<file path="src/sv/bsfr_pkg.sv">
// ----------------------------------------------------------------------------
// bsfr_pkg - shared types and constants of the byte stream find/replace block
// Register indexes, mode codes and the result bundle passed to the output
// buffer.
// ----------------------------------------------------------------------------
package bsfr_pkg;

  localparam int MAX_RESULTS = 8;
  localparam int CNT_W       = $clog2(MAX_RESULTS + 1);
  localparam int CFG_IDX_W   = 3;

  localparam logic [CFG_IDX_W-1:0] REG_REPLACE_MODE  = 3'd0;
  localparam logic [CFG_IDX_W-1:0] REG_PATTERN_BYTES = 3'd1;
  localparam logic [CFG_IDX_W-1:0] REG_PATTERN_LEN   = 3'd2;
  localparam logic [CFG_IDX_W-1:0] REG_WORD_BYTES    = 3'd3;
  localparam logic [CFG_IDX_W-1:0] REG_WORD_LEN      = 3'd4;

  localparam logic MODE_TOKEN  = 1'b0;
  localparam logic MODE_STRING = 1'b1;

  // Results caused by one input byte, slot 0 sent first.
  typedef struct packed {
    logic [MAX_RESULTS-1:0][7:0] data;
    logic [CNT_W-1:0]            count;
    logic                        last;
    logic                        bare;
  } res_t;

endpackage

</file>
<file path="src/sv/bsfr_if.sv">
// ----------------------------------------------------------------------------
// bsfr_if - stream and configuration channels
// Input byte channel, result channel and register write channel, each with
// valid/ready.
// ----------------------------------------------------------------------------
interface bsfr_in_if;
  logic       valid;
  logic       ready;
  logic [7:0] in_byte;
  logic       in_last;

  modport source (output valid, in_byte, in_last, input ready);
  modport sink (input valid, in_byte, in_last, output ready);
endinterface

interface bsfr_out_if;
  logic       valid;
  logic       ready;
  logic [7:0] out_byte;
  logic       byte_valid;
  logic       string_end;
  logic       run_end;

  modport source (output valid, out_byte, byte_valid, string_end, run_end, input ready);
  modport sink (input valid, out_byte, byte_valid, string_end, run_end, output ready);
endinterface

interface bsfr_cfg_if;
  logic        valid;
  logic        ready;
  logic [2:0]  index;
  logic [63:0] data;

  modport source (output valid, index, data, input ready);
  modport sink (input valid, index, data, output ready);
endinterface

</file>
<file path="src/sv/bsfr_out_buf.sv">
// ----------------------------------------------------------------------------
// bsfr_out_buf - result buffer
// Holds the results of one input byte and sends them one per cycle while
// the receiver is ready; a new set may load in the cycle the last one is taken.
// ----------------------------------------------------------------------------
module bsfr_out_buf (
  input  logic               clk,
  input  logic               rst,
  input  logic               load,
  input  bsfr_pkg::res_t     res,
  output logic               room,
  bsfr_out_if.source         result
);

  logic [bsfr_pkg::MAX_RESULTS-1:0][7:0] data;
  logic [bsfr_pkg::CNT_W-1:0]            count;
  logic                                  last;
  logic                                  bare;
  logic                                  pop;

  assign pop  = result.valid && result.ready;
  assign room = (count == '0) || (count == bsfr_pkg::CNT_W'(1) && result.ready);

  assign result.valid      = (count != '0);
  assign result.out_byte   = data[0];
  assign result.byte_valid = !bare;
  assign result.run_end    = (count == bsfr_pkg::CNT_W'(1));
  assign result.string_end = last && (count == bsfr_pkg::CNT_W'(1));

  always_ff @(posedge clk) begin
    if (rst) begin
      count <= '0;
    end else if (load) begin
      count <= res.count;
    end else if (pop) begin
      count <= count - bsfr_pkg::CNT_W'(1);
    end
  end

  always_ff @(posedge clk) begin
    if (load) begin
      data <= res.data;
      last <= res.last;
      bare <= res.bare;
    end else if (pop) begin
      // advance to the next result
      for (int k = 0; k < bsfr_pkg::MAX_RESULTS - 1; k++) begin
        data[k] <= data[k+1];
      end
    end
  end

`ifndef SYNTHESIS
  a_count_max: assert property (@(posedge clk) disable iff (rst)
    count <= bsfr_pkg::CNT_W'(bsfr_pkg::MAX_RESULTS))
    else $error("result count above buffer depth");

  a_end_is_run_end: assert property (@(posedge clk) disable iff (rst)
    result.valid && result.string_end |-> result.run_end)
    else $error("string end without run end");
`endif

endmodule

</file>
<file path="src/sv/byte_stream_find_replace.sv">
// ----------------------------------------------------------------------------
// byte_stream_find_replace - streaming find and replace over a byte string
// Token mode swaps set bytes for the word; string mode swaps whole pattern
// occurrences and flushes the held window at the end of the string.
// ----------------------------------------------------------------------------
// One input byte is taken per cycle while the result stream is not stalled
// and each byte yields at most one result. A byte that yields n results
// (a word of up to eight bytes, or the window flushed at the end of the
// string, capped at eight) holds the result buffer until all n have left;
// the next byte is taken in the cycle the last of them is accepted. A byte
// that yields nothing leaves the buffer free. The last byte of a string
// always yields at least one result, carrying string_end. Registers are
// written through cfg, which is always ready; writing replace_mode or
// pattern_len drops the bytes held in the window.
module byte_stream_find_replace #(
  parameter int MAX_PATTERN = 8,
  parameter int MAX_WORD    = 8
) (
  input  logic        clk,
  input  logic        rst,
  bsfr_in_if.sink     text,
  bsfr_out_if.source  result,
  bsfr_cfg_if.sink    cfg
);

  localparam int CW = $clog2(MAX_PATTERN + 1);

  logic        replace_mode;
  logic [63:0] pattern_bytes;
  logic [3:0]  pattern_len;
  logic [63:0] word_bytes;
  logic [3:0]  word_len;

  logic [MAX_PATTERN-1:0][7:0] window;
  logic [MAX_PATTERN-1:0][7:0] window_next;
  logic [CW-1:0]               wc;
  logic [CW-1:0]               wc_next;

  logic [MAX_PATTERN-1:0][7:0] wfull;
  logic [MAX_PATTERN-1:0][7:0] wshift;
  logic [CW-1:0]               plen;
  logic [CW-1:0]               wc0;
  logic [CW-1:0]               cnt1;
  logic [3:0]                  wlen;
  logic                        hit;
  logic                        same;
  logic                        full;
  logic                        room;
  logic                        load;
  bsfr_pkg::res_t              res;

  assign plen = (pattern_len > 4'(MAX_PATTERN)) ? CW'(MAX_PATTERN) : pattern_len[CW-1:0];
  assign wlen = (word_len > 4'(MAX_WORD)) ? 4'(MAX_WORD) : word_len;

  assign wc0  = (wc >= plen) ? plen - CW'(1) : wc;
  assign cnt1 = wc0 + CW'(1);
  assign full = (cnt1 == plen);

  always_comb begin
    hit  = 1'b0;
    same = 1'b1;
    for (int i = 0; i < MAX_PATTERN; i++) begin
      wfull[i] = (CW'(i) == wc0) ? text.in_byte : window[i];
      if (CW'(i) < plen && pattern_bytes[8*i +: 8] == text.in_byte) begin
        hit = 1'b1;
      end
    end
    for (int i = 0; i < MAX_PATTERN; i++) begin
      if (CW'(i) < plen && wfull[i] != pattern_bytes[8*i +: 8]) begin
        same = 1'b0;
      end
    end
    wshift = wfull;
    for (int i = 0; i < MAX_PATTERN - 1; i++) begin
      if (CW'(i) < plen - CW'(1)) begin
        wshift[i] = wfull[i+1];
      end
    end
  end

  always_comb begin
    res.data    = '0;
    res.count   = '0;
    res.last    = text.in_last;
    res.bare    = 1'b0;
    window_next = window;
    wc_next     = wc;
    if (replace_mode == bsfr_pkg::MODE_TOKEN || plen == '0) begin
      if (replace_mode == bsfr_pkg::MODE_TOKEN && hit) begin
        res.data  = word_bytes;
        res.count = bsfr_pkg::CNT_W'(wlen);
      end else begin
        res.data[0] = text.in_byte;
        res.count   = bsfr_pkg::CNT_W'(1);
      end
    end else begin
      window_next = wfull;
      for (int k = 0; k < bsfr_pkg::MAX_RESULTS; k++) begin
        if (k < MAX_PATTERN) begin
          res.data[k] = wfull[k];
        end
      end
      if (full && same) begin
        res.data  = word_bytes;
        res.count = bsfr_pkg::CNT_W'(wlen);
        wc_next   = '0;
      end else if (full) begin
        // oldest byte leaves; at string end the whole window goes out in order
        res.count   = text.in_last ? bsfr_pkg::CNT_W'(plen) : bsfr_pkg::CNT_W'(1);
        window_next = wshift;
        wc_next     = plen - CW'(1);
      end else begin
        res.count = text.in_last ? bsfr_pkg::CNT_W'(cnt1) : '0;
        wc_next   = cnt1;
      end
    end
    if (text.in_last) begin
      wc_next = '0;
      if (res.count == '0) begin
        res.bare    = 1'b1;
        res.count   = bsfr_pkg::CNT_W'(1);
        res.data[0] = 8'h00;
      end
    end
  end

  assign text.ready = room;
  assign load       = text.valid && room;
  assign cfg.ready  = 1'b1;

  bsfr_out_buf u_out_buf (
    .clk    (clk),
    .rst    (rst),
    .load   (load),
    .res    (res),
    .room   (room),
    .result (result)
  );

  always_ff @(posedge clk) begin
    if (rst) begin
      replace_mode  <= bsfr_pkg::MODE_TOKEN;
      pattern_bytes <= '0;
      pattern_len   <= '0;
      word_bytes    <= '0;
      word_len      <= '0;
      wc            <= '0;
    end else begin
      if (load) begin
        wc <= wc_next;
      end
      if (cfg.valid && cfg.ready) begin
        unique case (cfg.index)
          bsfr_pkg::REG_REPLACE_MODE: begin
            replace_mode <= cfg.data[0];
            wc           <= '0;
          end
          bsfr_pkg::REG_PATTERN_BYTES: pattern_bytes <= cfg.data;
          bsfr_pkg::REG_PATTERN_LEN: begin
            pattern_len <= cfg.data[3:0];
            wc          <= '0;
          end
          bsfr_pkg::REG_WORD_BYTES: word_bytes <= cfg.data;
          bsfr_pkg::REG_WORD_LEN:   word_len   <= cfg.data[3:0];
          default: ;
        endcase
      end
    end
  end

  always_ff @(posedge clk) begin
    if (load) begin
      window <= window_next;
    end
  end

`ifndef SYNTHESIS
  a_token_no_window: assert property (@(posedge clk) disable iff (rst)
    replace_mode == bsfr_pkg::MODE_TOKEN |-> wc == '0)
    else $error("window holds bytes in token mode");

  a_last_gives_result: assert property (@(posedge clk) disable iff (rst)
    text.valid && text.ready && text.in_last |=> result.valid)
    else $error("string end request produced no result");

  a_cfg_drops_window: assert property (@(posedge clk) disable iff (rst)
    cfg.valid && cfg.ready &&
    (cfg.index == bsfr_pkg::REG_REPLACE_MODE || cfg.index == bsfr_pkg::REG_PATTERN_LEN)
    |=> wc == '0)
    else $error("window kept across mode or length write");
`endif

endmodule

</file>
<file path="src/flat_wrapper.sv">
// flat-port wrapper written by rule: the top's interface ports become plain ports
module byte_stream_find_replace_flat 
#(
  parameter int MAX_PATTERN = 8,
  parameter int MAX_WORD    = 8
)
  (clk, rst, text_valid, text_in_byte, text_in_last, text_ready, result_valid, result_out_byte, result_byte_valid, result_string_end, result_run_end, result_ready, cfg_valid, cfg_index, cfg_data, cfg_ready);
  bsfr_in_if text_i ();
  bsfr_out_if result_i ();
  bsfr_cfg_if cfg_i ();
  input  logic clk;
  input  logic rst;
  input wire logic [$bits(text_i.valid)-1:0] text_valid;
  input wire logic [$bits(text_i.in_byte)-1:0] text_in_byte;
  input wire logic [$bits(text_i.in_last)-1:0] text_in_last;
  output wire logic [$bits(text_i.ready)-1:0] text_ready;
  output wire logic [$bits(result_i.valid)-1:0] result_valid;
  output wire logic [$bits(result_i.out_byte)-1:0] result_out_byte;
  output wire logic [$bits(result_i.byte_valid)-1:0] result_byte_valid;
  output wire logic [$bits(result_i.string_end)-1:0] result_string_end;
  output wire logic [$bits(result_i.run_end)-1:0] result_run_end;
  input wire logic [$bits(result_i.ready)-1:0] result_ready;
  input wire logic [$bits(cfg_i.valid)-1:0] cfg_valid;
  input wire logic [$bits(cfg_i.index)-1:0] cfg_index;
  input wire logic [$bits(cfg_i.data)-1:0] cfg_data;
  output wire logic [$bits(cfg_i.ready)-1:0] cfg_ready;
  assign text_i.valid = text_valid;
  assign text_i.in_byte = text_in_byte;
  assign text_i.in_last = text_in_last;
  assign text_ready = text_i.ready;
  assign result_valid = result_i.valid;
  assign result_out_byte = result_i.out_byte;
  assign result_byte_valid = result_i.byte_valid;
  assign result_string_end = result_i.string_end;
  assign result_run_end = result_i.run_end;
  assign result_i.ready = result_ready;
  assign cfg_i.valid = cfg_valid;
  assign cfg_i.index = cfg_index;
  assign cfg_i.data = cfg_data;
  assign cfg_ready = cfg_i.ready;
  byte_stream_find_replace #(.MAX_PATTERN(MAX_PATTERN), .MAX_WORD(MAX_WORD)) u_core (.clk(clk), .rst(rst), .text(text_i), .result(result_i), .cfg(cfg_i));
endmodule
</file>
<file path="config.mk">
export PLATFORM = sky130hd
export DESIGN_NAME = byte_stream_find_replace_flat
export DESIGN_NICKNAME = d
export VERILOG_FILES = /design/src/sv/bsfr_pkg.sv /design/src/sv/bsfr_if.sv /design/src/sv/bsfr_out_buf.sv /design/src/sv/byte_stream_find_replace.sv /design/src/flat_wrapper.sv
export SDC_FILE = /design/constraint.sdc
export NUM_CORES = 1
export LEC_CHECK = 0
export ABC_AREA = 0
export ABC_CLOCK_PERIOD_IN_PS = 6080
export BUFFER_PORTS_ARGS = -buffer_cell sky130_fd_sc_hd__buf_2
export CAP_MARGIN = 20
export CELL_PAD_IN_SITES_DETAIL_PLACEMENT = 2
export CELL_PAD_IN_SITES_GLOBAL_PLACEMENT = 2
export CORE_MARGIN = 2
export CORE_UTILIZATION = 35
export CTS_CLUSTER_SIZE = 8
export DETAILED_ROUTE_END_ITERATION = 12
export PLACE_DENSITY_LB_ADDON = 0.3
export RECOVER_POWER = 50
export SLEW_MARGIN = 20
export SYNTH_ARGS = -nofsm -noshare
export SYNTH_HDL_FRONTEND = slang
export SYNTH_SLANG_ARGS = --single-unit
</file>
<file path="constraint.sdc">
create_clock -name clk -period 6.08 [get_ports clk]
set_input_delay 0.304 -clock clk [delete_from_list [all_inputs] [get_ports clk]]
set_output_delay 0.304 -clock clk [all_outputs]
set_load 0.02 [all_outputs]
</file>
[Yosys cells after proc, flatten, opt, wreduce, memory -nomap -nowiden]
Cells that the tools add are included.
Word-level totals
  bits in registers: 275
  input bits: 81
  output and inout port bits: 14
  logic and storage cells: 174
Cells by class
  add/subtract/negate cells: 3
  magnitude comparators: 18
  eq/ne operators: 29
  muxes and demuxes: 58
  bitwise gates (word level): 2
  reductions and logical operators: 39
Operators by type and width (count)
  56-bit two-way mux: 5
  8-bit two-way mux: 15
  68-bit two-way mux: 1
  8-bit equality test: 8
  4-bit two-way mux: 16
  64-bit two-way mux: 1
  8-bit inequality test: 8
  12-bit two-way mux: 3
  3-bit by 4-bit < comparator with 1-bit output (first input constant): 7
  1-bit logical AND: 22
  1-bit two-way mux: 17
  3-bit by 4-bit equality test with 1-bit output (first input constant): 4
  4-bit logical NOT: 4
  1-bit by 4-bit < comparator with 1-bit output (first input constant): 4
  2-bit by 4-bit < comparator with 1-bit output (first input constant): 4
  2-bit AND reduction: 6
  2-bit by 4-bit equality test with 1-bit output (first input constant): 2
  4-bit greater-than comparator (second input constant): 2
  4-bit by 1-bit subtractor with 4-bit output (second input constant): 2
  3-bit by 2-bit equality test with 1-bit output (second input constant): 2
  4-bit by 1-bit adder with 4-bit output (second input constant): 1
  1-bit by 4-bit equality test with 1-bit output (first input constant): 1
  4-bit by 1-bit equality test with 1-bit output (second input constant): 1
  4-bit equality test: 1
  10 further kinds: 12

[Logic depth before layout (Yosys ltp)]
  word-level depth: 23
  mapped depth: 25
  depth with buffers taken out: 22

[By module]
A second synthesis with hierarchy kept.
Unflattened totals
  cells, all modules: 1670
  area total of the unflattened synthesis: 15198.3 sq um
Modules (own cells, without submodules)
  byte_stream_find_replace: times used 1, cells each 1495, area each 12176.7 sq um, sequential area each 4744.6 sq um
  bsfr_out_buf: times used 1, cells each 175, area each 3021.6 sq um, sequential area each 2062.0 sq um

[Worst setup path after synthesis]
Ideal clock, no wire load.
  kind: flip-flop to flip-flop
  start point: reg u_core.pattern_len[3]
  end point: reg u_core.u_out_buf.data (netlist bit u_core.u_out_buf.result.out_byte[3]) (data pin)
  setup time: 0.270 ns
  arrival time: 5.217 ns
  required time: 5.810 ns
  path slack: 0.594 ns
  stages on the path, launching flop included: 25
  path buffers: 3
  period minus slack after synthesis: 5.486 ns
  cells stage by stage: dfxtp_1 > clkbuf_1 > nor2b_1 > inv_1 > ha_1 > inv_1 > o21a_1 > nor2_1 > nor2_1 > a21o_1 > inv_1 > ha_1 > clkbuf_1 > nand4_1 > nand2_1 > buf_2 > mux2i_1 > o2111ai_1 > or4_1 > o32a_1 > or4_4 > mux2_1 > o221a_1 > nor3b_4 > nor3_2
Between the ends
  longest elaborated chain between the ends: 23
  elaborated cells between the ends (all ways): 86
  classes of those cells: add/sub: 2; order compare: 10; eq/ne: 16; mux: 36; reduce/logical: 22
Ends and longest elaborated chain
  from (decl): RTL line byte_stream_find_replace.sv:30  | logic [3:0] pattern_len;
  from (signal assigned): RTL line byte_stream_find_replace.sv:160  | pattern_len <= cfg.data[3:0];
  4-bit greater-than comparator: RTL line byte_stream_find_replace.sv:52  | assign plen = (pattern_len > 4'(MAX_PATTERN)) ? CW'(MAX_PATTERN) : pattern_len[CW-1:0];
  4-bit two-way mux (*): RTL line byte_stream_find_replace.sv:52
  4-bit by 1-bit subtractor with 4-bit output or 4-bit >= comparator (tied branches): RTL line byte_stream_find_replace.sv:55  | assign wc0 = (wc >= plen) ? plen - CW'(1) : wc;
  4-bit two-way mux: RTL line byte_stream_find_replace.sv:55
  4-bit logical NOT: RTL line byte_stream_find_replace.sv:63  | wfull[i] = (CW'(i) == wc0) ? text.in_byte : window[i];
  8-bit two-way mux: RTL line byte_stream_find_replace.sv:63
  8-bit inequality test: RTL line byte_stream_find_replace.sv:69  | if (CW'(i) < plen && wfull[i] != pattern_bytes[8*i +: 8]) begin
  1-bit logical AND: RTL line byte_stream_find_replace.sv:69
  1-bit two-way mux (8 in a row): RTL line byte_stream_find_replace.sv:69
  1-bit logical AND: RTL line byte_stream_find_replace.sv:103  | if (full && same) begin
  4-bit two-way mux: RTL line byte_stream_find_replace.sv:103
  68-bit two-way mux (*): RTL line byte_stream_find_replace.sv:88  | if (replace_mode == bsfr_pkg::MODE_TOKEN || plen == '0) begin
  4-bit logical NOT: RTL line byte_stream_find_replace.sv:119  | if (res.count == '0) begin
  12-bit two-way mux: RTL line byte_stream_find_replace.sv:119
  12-bit two-way mux (*): RTL line byte_stream_find_replace.sv:117  | if (text.in_last) begin
  56-bit two-way mux (*): RTL line bsfr_out_buf.sv:41  | if (load) begin
  to (signal assigned): RTL line bsfr_out_buf.sv:42  | data <= res.data;
  to (signal, indexed assignment): RTL line bsfr_out_buf.sv:48  | data[k] <= data[k+1];
  to (decl): RTL line bsfr_out_buf.sv:15  | logic [bsfr_pkg::MAX_RESULTS-1:0][7:0] data;
Every way passes the cells marked *; elsewhere a longest branch is shown, timed or not.
A chain may end at the register's enable or synchronous reset.

[Worst setup path in the final report]
  start point: reg u_core.pattern_len[1]
  end point: reg u_core.u_out_buf.data[30] in the netlist's numbering (data pin)
Between the ends
  longest elaborated chain between the ends: 20
  elaborated cells between the ends (all ways): 79
  classes of those cells: add/sub: 2; order compare: 10; eq/ne: 16; mux: 30; reduce/logical: 21
Ends and longest elaborated chain (RTL line)
  4-bit greater-than comparator: byte_stream_find_replace.sv:52
  4-bit two-way mux (*): byte_stream_find_replace.sv:52
  4-bit by 1-bit subtractor with 4-bit output or 4-bit >= comparator (tied branches): byte_stream_find_replace.sv:55
  4-bit two-way mux: byte_stream_find_replace.sv:55
  4-bit logical NOT: byte_stream_find_replace.sv:63
  8-bit two-way mux: byte_stream_find_replace.sv:63
  8-bit inequality test: byte_stream_find_replace.sv:69
  1-bit logical AND: byte_stream_find_replace.sv:69
  1-bit two-way mux (8 in a row): byte_stream_find_replace.sv:69
  1-bit logical AND: byte_stream_find_replace.sv:103
  64-bit two-way mux: byte_stream_find_replace.sv:103
  68-bit two-way mux (*): byte_stream_find_replace.sv:88
  56-bit two-way mux (*): bsfr_out_buf.sv:41
Marked as above.

==> key figures <==
GRT
  – Vias in the first global route: approximately 14000
  – First-pass GRT wire length: ~90000 um
  – Overall Global Routing Usage: a little over a quarter
  – Largest net degree at the start of global routing: 86
  – Antenna violations before repair: 3
  – Grt total ovfl: 0

Placed design
  – Final Wtd Congestion: 0.891
  – Placed inst area: 15700 um^2
  – Pre-CTS WS: 0.0486 ns
  – Number of I/O port buffers: between 90 and 100
  – Hpwl dp: ~40000 um

Outcome
  – Status: finished, violations left
  – Failing checks: max-capacitance violations, max-slew violations

Cells and area
  – Design area: 17400 um^2
  – Leading cell types in the layout, fill and taps excluded: 360 x nand2_1, 237 x a21oi_1, 145 x dfxtp_1
  – Fill count: between 4000 and 5000
  – Area delta synth->final: 19.2%
  – Multi-input logic area: 7190 um^2
  – Layout cell share with drive strength beyond 1: 11.5%
  – Most common cell after layout, fill and taps aside: nand2_1
  – Post-layout nets: around 1900
  – Register area: between 6000 and 7000 um^2

Run
  – Max_cap viols: 4

Clock tree
  – Clk sinks: between 200 and 300
  – Clock buffer count from CTS: 40
  – CTS tree: built
  – CTS root buf: clkbuf_16
  – Clock Latency Late Sink: ~0.56 ns
  – Htree depth: 2
  – CTS max path bufs: 3
  – Reg clk slew, reported paths: 0.06 ns

Logic synthesis
  – Mapped Cells: between 1500 and 2000
  – Yosys reg bits: about 280
  – Post-Syn Area: about 15000 um^2
  – Mapped Nets: roughly 1800
  – Ys Warns: 0
  – Ys flop type: dfxtp_1
  – Yosys cell types: around 80
  – Sequential area share after synthesis: 46.7%
  – Avg Inst Size Synth: just under 9 um^2
  – Post-synth EDFFs: 130
  – FFs w/ async S/R, synth: 0%

Drt
  – Vias/cell: between 5 and 6
  – DRC viols: 0
  – Iteration-0 DRC Markers: approximately 740
  – Post-DR wirelength/cell: around 24 um
  – Final ANT Viol Nets: 0
  – Routed vias: around 13000
  – Drt pass-1 iters: 6
  – DRT Wirelength: 58000 um

Power and ir drop
  – Clock share of power: approximately a third
  – Net switching fraction of the power: roughly 33%
  – Peak VDD IR: 0.208 mV
  – Int Pwr: between 0.004 and 0.005 W
  – Net Switching: 0.00195 W
  – Pleak: approximately 6.6 nW
  – Pwr dens: ~340 nW/um^2
  – Sequential share of power: about two fifths
  – Comb pwr share: a little under a quarter

Worst setup path
  – Crit-path max FO: 39
  – Crit start category: flop
  – Crit path DAT: between 6 and 7 ns
  – Worst endpoint required time: 6.34 ns
  – Setup CP Type: flop to flop
  – CP endpoint kind: flop

Timing
  – Relative slew slack: -149%
  – Fin crit share: roughly 98%
  – Setup TNS Final: 0 ns
  – Max Slew Vio Count: 233
  – Worst Tran Pin Value: around 3.7 ns
  – Final hold vios: 0
  – Final setup fails: 0
  – Final min period: roughly 5.9 ns
  – Max Fclk: about 170 MHz
  – Clock Skew: roughly 0.018 ns
  – Slack of the critical path: 0.132 ns

Die
  – Die extent in x: roughly 210 um
  – Area of the core: 41000 um^2
  – Die ar.: between 40000 and 50000 um^2
  – Chip height: around 210 um
  – Rows: 74
  – I/O Pins: 95
  – Initial Util: roughly 36%

Hold path
  – Worst min-delay path category: primary input to flop
[cell usage after synthesis, drive strengths merged (32+ instances only)]
cell type / instances / area share (%)
nor2: 132 / 3.4
clkbuf: 77 / 2.0
dfxtp: 145 / 20
inv: 55 / 1.4
xnor2: 36 / 2.2
mux2i: 97 / 6.7
edfxtp: 130 / 27
o21ai: 86 / 3.2
buf: 32 / 1.2
xor2: 48 / 2.9
nand2: 363 / 9.4
a21oi: 237 / 8.1
[critical path, cell delays in order (launching register included)]
cell and delay (ns):
dfxtp_1 0.42, nor2b_2 0.26, inv_1 0.15, ha_1 0.31, inv_1 0.06, o21a_1 0.27, nor2_4 0.19, nor2_1 0.06
a21o_1 0.21, inv_1 0.13, ha_1 0.27, nand4_1 0.26, nand2_2 0.22, buf_4 0.20, mux2i_1 0.21, o2111ai_1 0.12
or4_1 0.48, o32a_1 0.25, or4_4 0.48, o21ai_4 0.27, buf_12 0.25, a21oi_1 0.09, o21ai_0 0.44
[cell families after synthesis]
logic type / synth area share, %
flip-flops: 46.7
adder cells (fa/ha/maj): 1.20
AND/OR/NAND/NOR: 18.2
XOR/XNOR: 5.20
other: 0.0257
buffers and inverters: 4.67
multiplexers: 6.83
AO/OA/AOI/OAI: 17.3
[state kept, by name (all words and copies together), names as in the netlist]
name                              cells
u_core.u_out_buf.bare                 1
u_core.replace_mode                   1
u_core.window                        64
u_core.pattern_bytes                 64
u_core.word_bytes                    64
u_core.wc                             4
u_core.u_out_buf.data                56
u_core.u_out_buf.result.out_byte      8
u_core.u_out_buf.last                 1
u_core.pattern_len                    4
u_core.u_out_buf.count                4
u_core.word_len                       4
[worst paths after layout]
| path | from | endpoint | slack [ns] | depth (start not counted) |
|---|---|---|---|---|
| max | u_core.pattern_len[1]$_SDFFE_PP0P_ | u_core.u_out_buf.data[30]$_DFFE_PP_ | 0.13 | 22 |
| min | cfg_data[4] | u_core.word_bytes[4]$_SDFFE_PP0P_ | 0.02 | 3 |
| max reg2reg | u_core.pattern_len[1]$_SDFFE_PP0P_ | u_core.u_out_buf.data[30]$_DFFE_PP_ | 0.13 | 22 |
| min reg2reg | u_core.word_bytes[56]$_SDFFE_PP0P_ | u_core.word_bytes[56]$_SDFFE_PP0P_ | 0.46 | 2 |
[per-layer routing]
metal / vias to the layer above / share of wire [%] / track usage, %
met5: - / 0 / 0
met1: 6733 / 43 / 32.4
li1: 6097 / - / -
met3: 86 / 3.5 / 3.68
met4: 0 / 2.7 / 8.31
met2: 267 / 51 / 47.7
[metrics by stage]
stage               std cells  hold WS, ns  utilization, %  total power, W
floorplan                1683        0.403               -         0.00332
global placement         2250        0.446            38.4         0.00380
detailed placement       2250        0.455            38.4         0.00387
CTS                      2367     0.000524            42.4         0.00603
global route             2369       0.0114            42.4         0.00625
finish                   2370       0.0185            42.4         0.00598
[layout make-up]
class,instances,share of cell area (%)
multi-input combinational,1242,41.3
antenna,1,0.0144
timing repair buffer,194,7.89
sequential,275,39.1
tap,532,3.83
inverter,57,1.23
clock buffer,69,6.56
[what timing repair did]
item	in CTS	in global routing
hold buffers	47	0
pin swaps	1	1
endpoints found under the setup margin	10	122
resized for setup	1	9
buffers inserted	1	2
endpoints found under the hold margin	70	0
[power by group through the flow]
stage | registers [W] | logic [W] | clock network [W]
2_1_floorplan | 0.00243 | 0.000893 | 0
3_3_place_gp | 0.00249 | 0.00131 | 0
3_5_place_dp | 0.00250 | 0.00137 | 0
4_1_cts | 0.00246 | 0.00141 | 0.00216
5_1_grt | 0.00249 | 0.00152 | 0.00224
6_report | 0.00247 | 0.00140 | 0.00211
(Power assumes the default switching activity.)
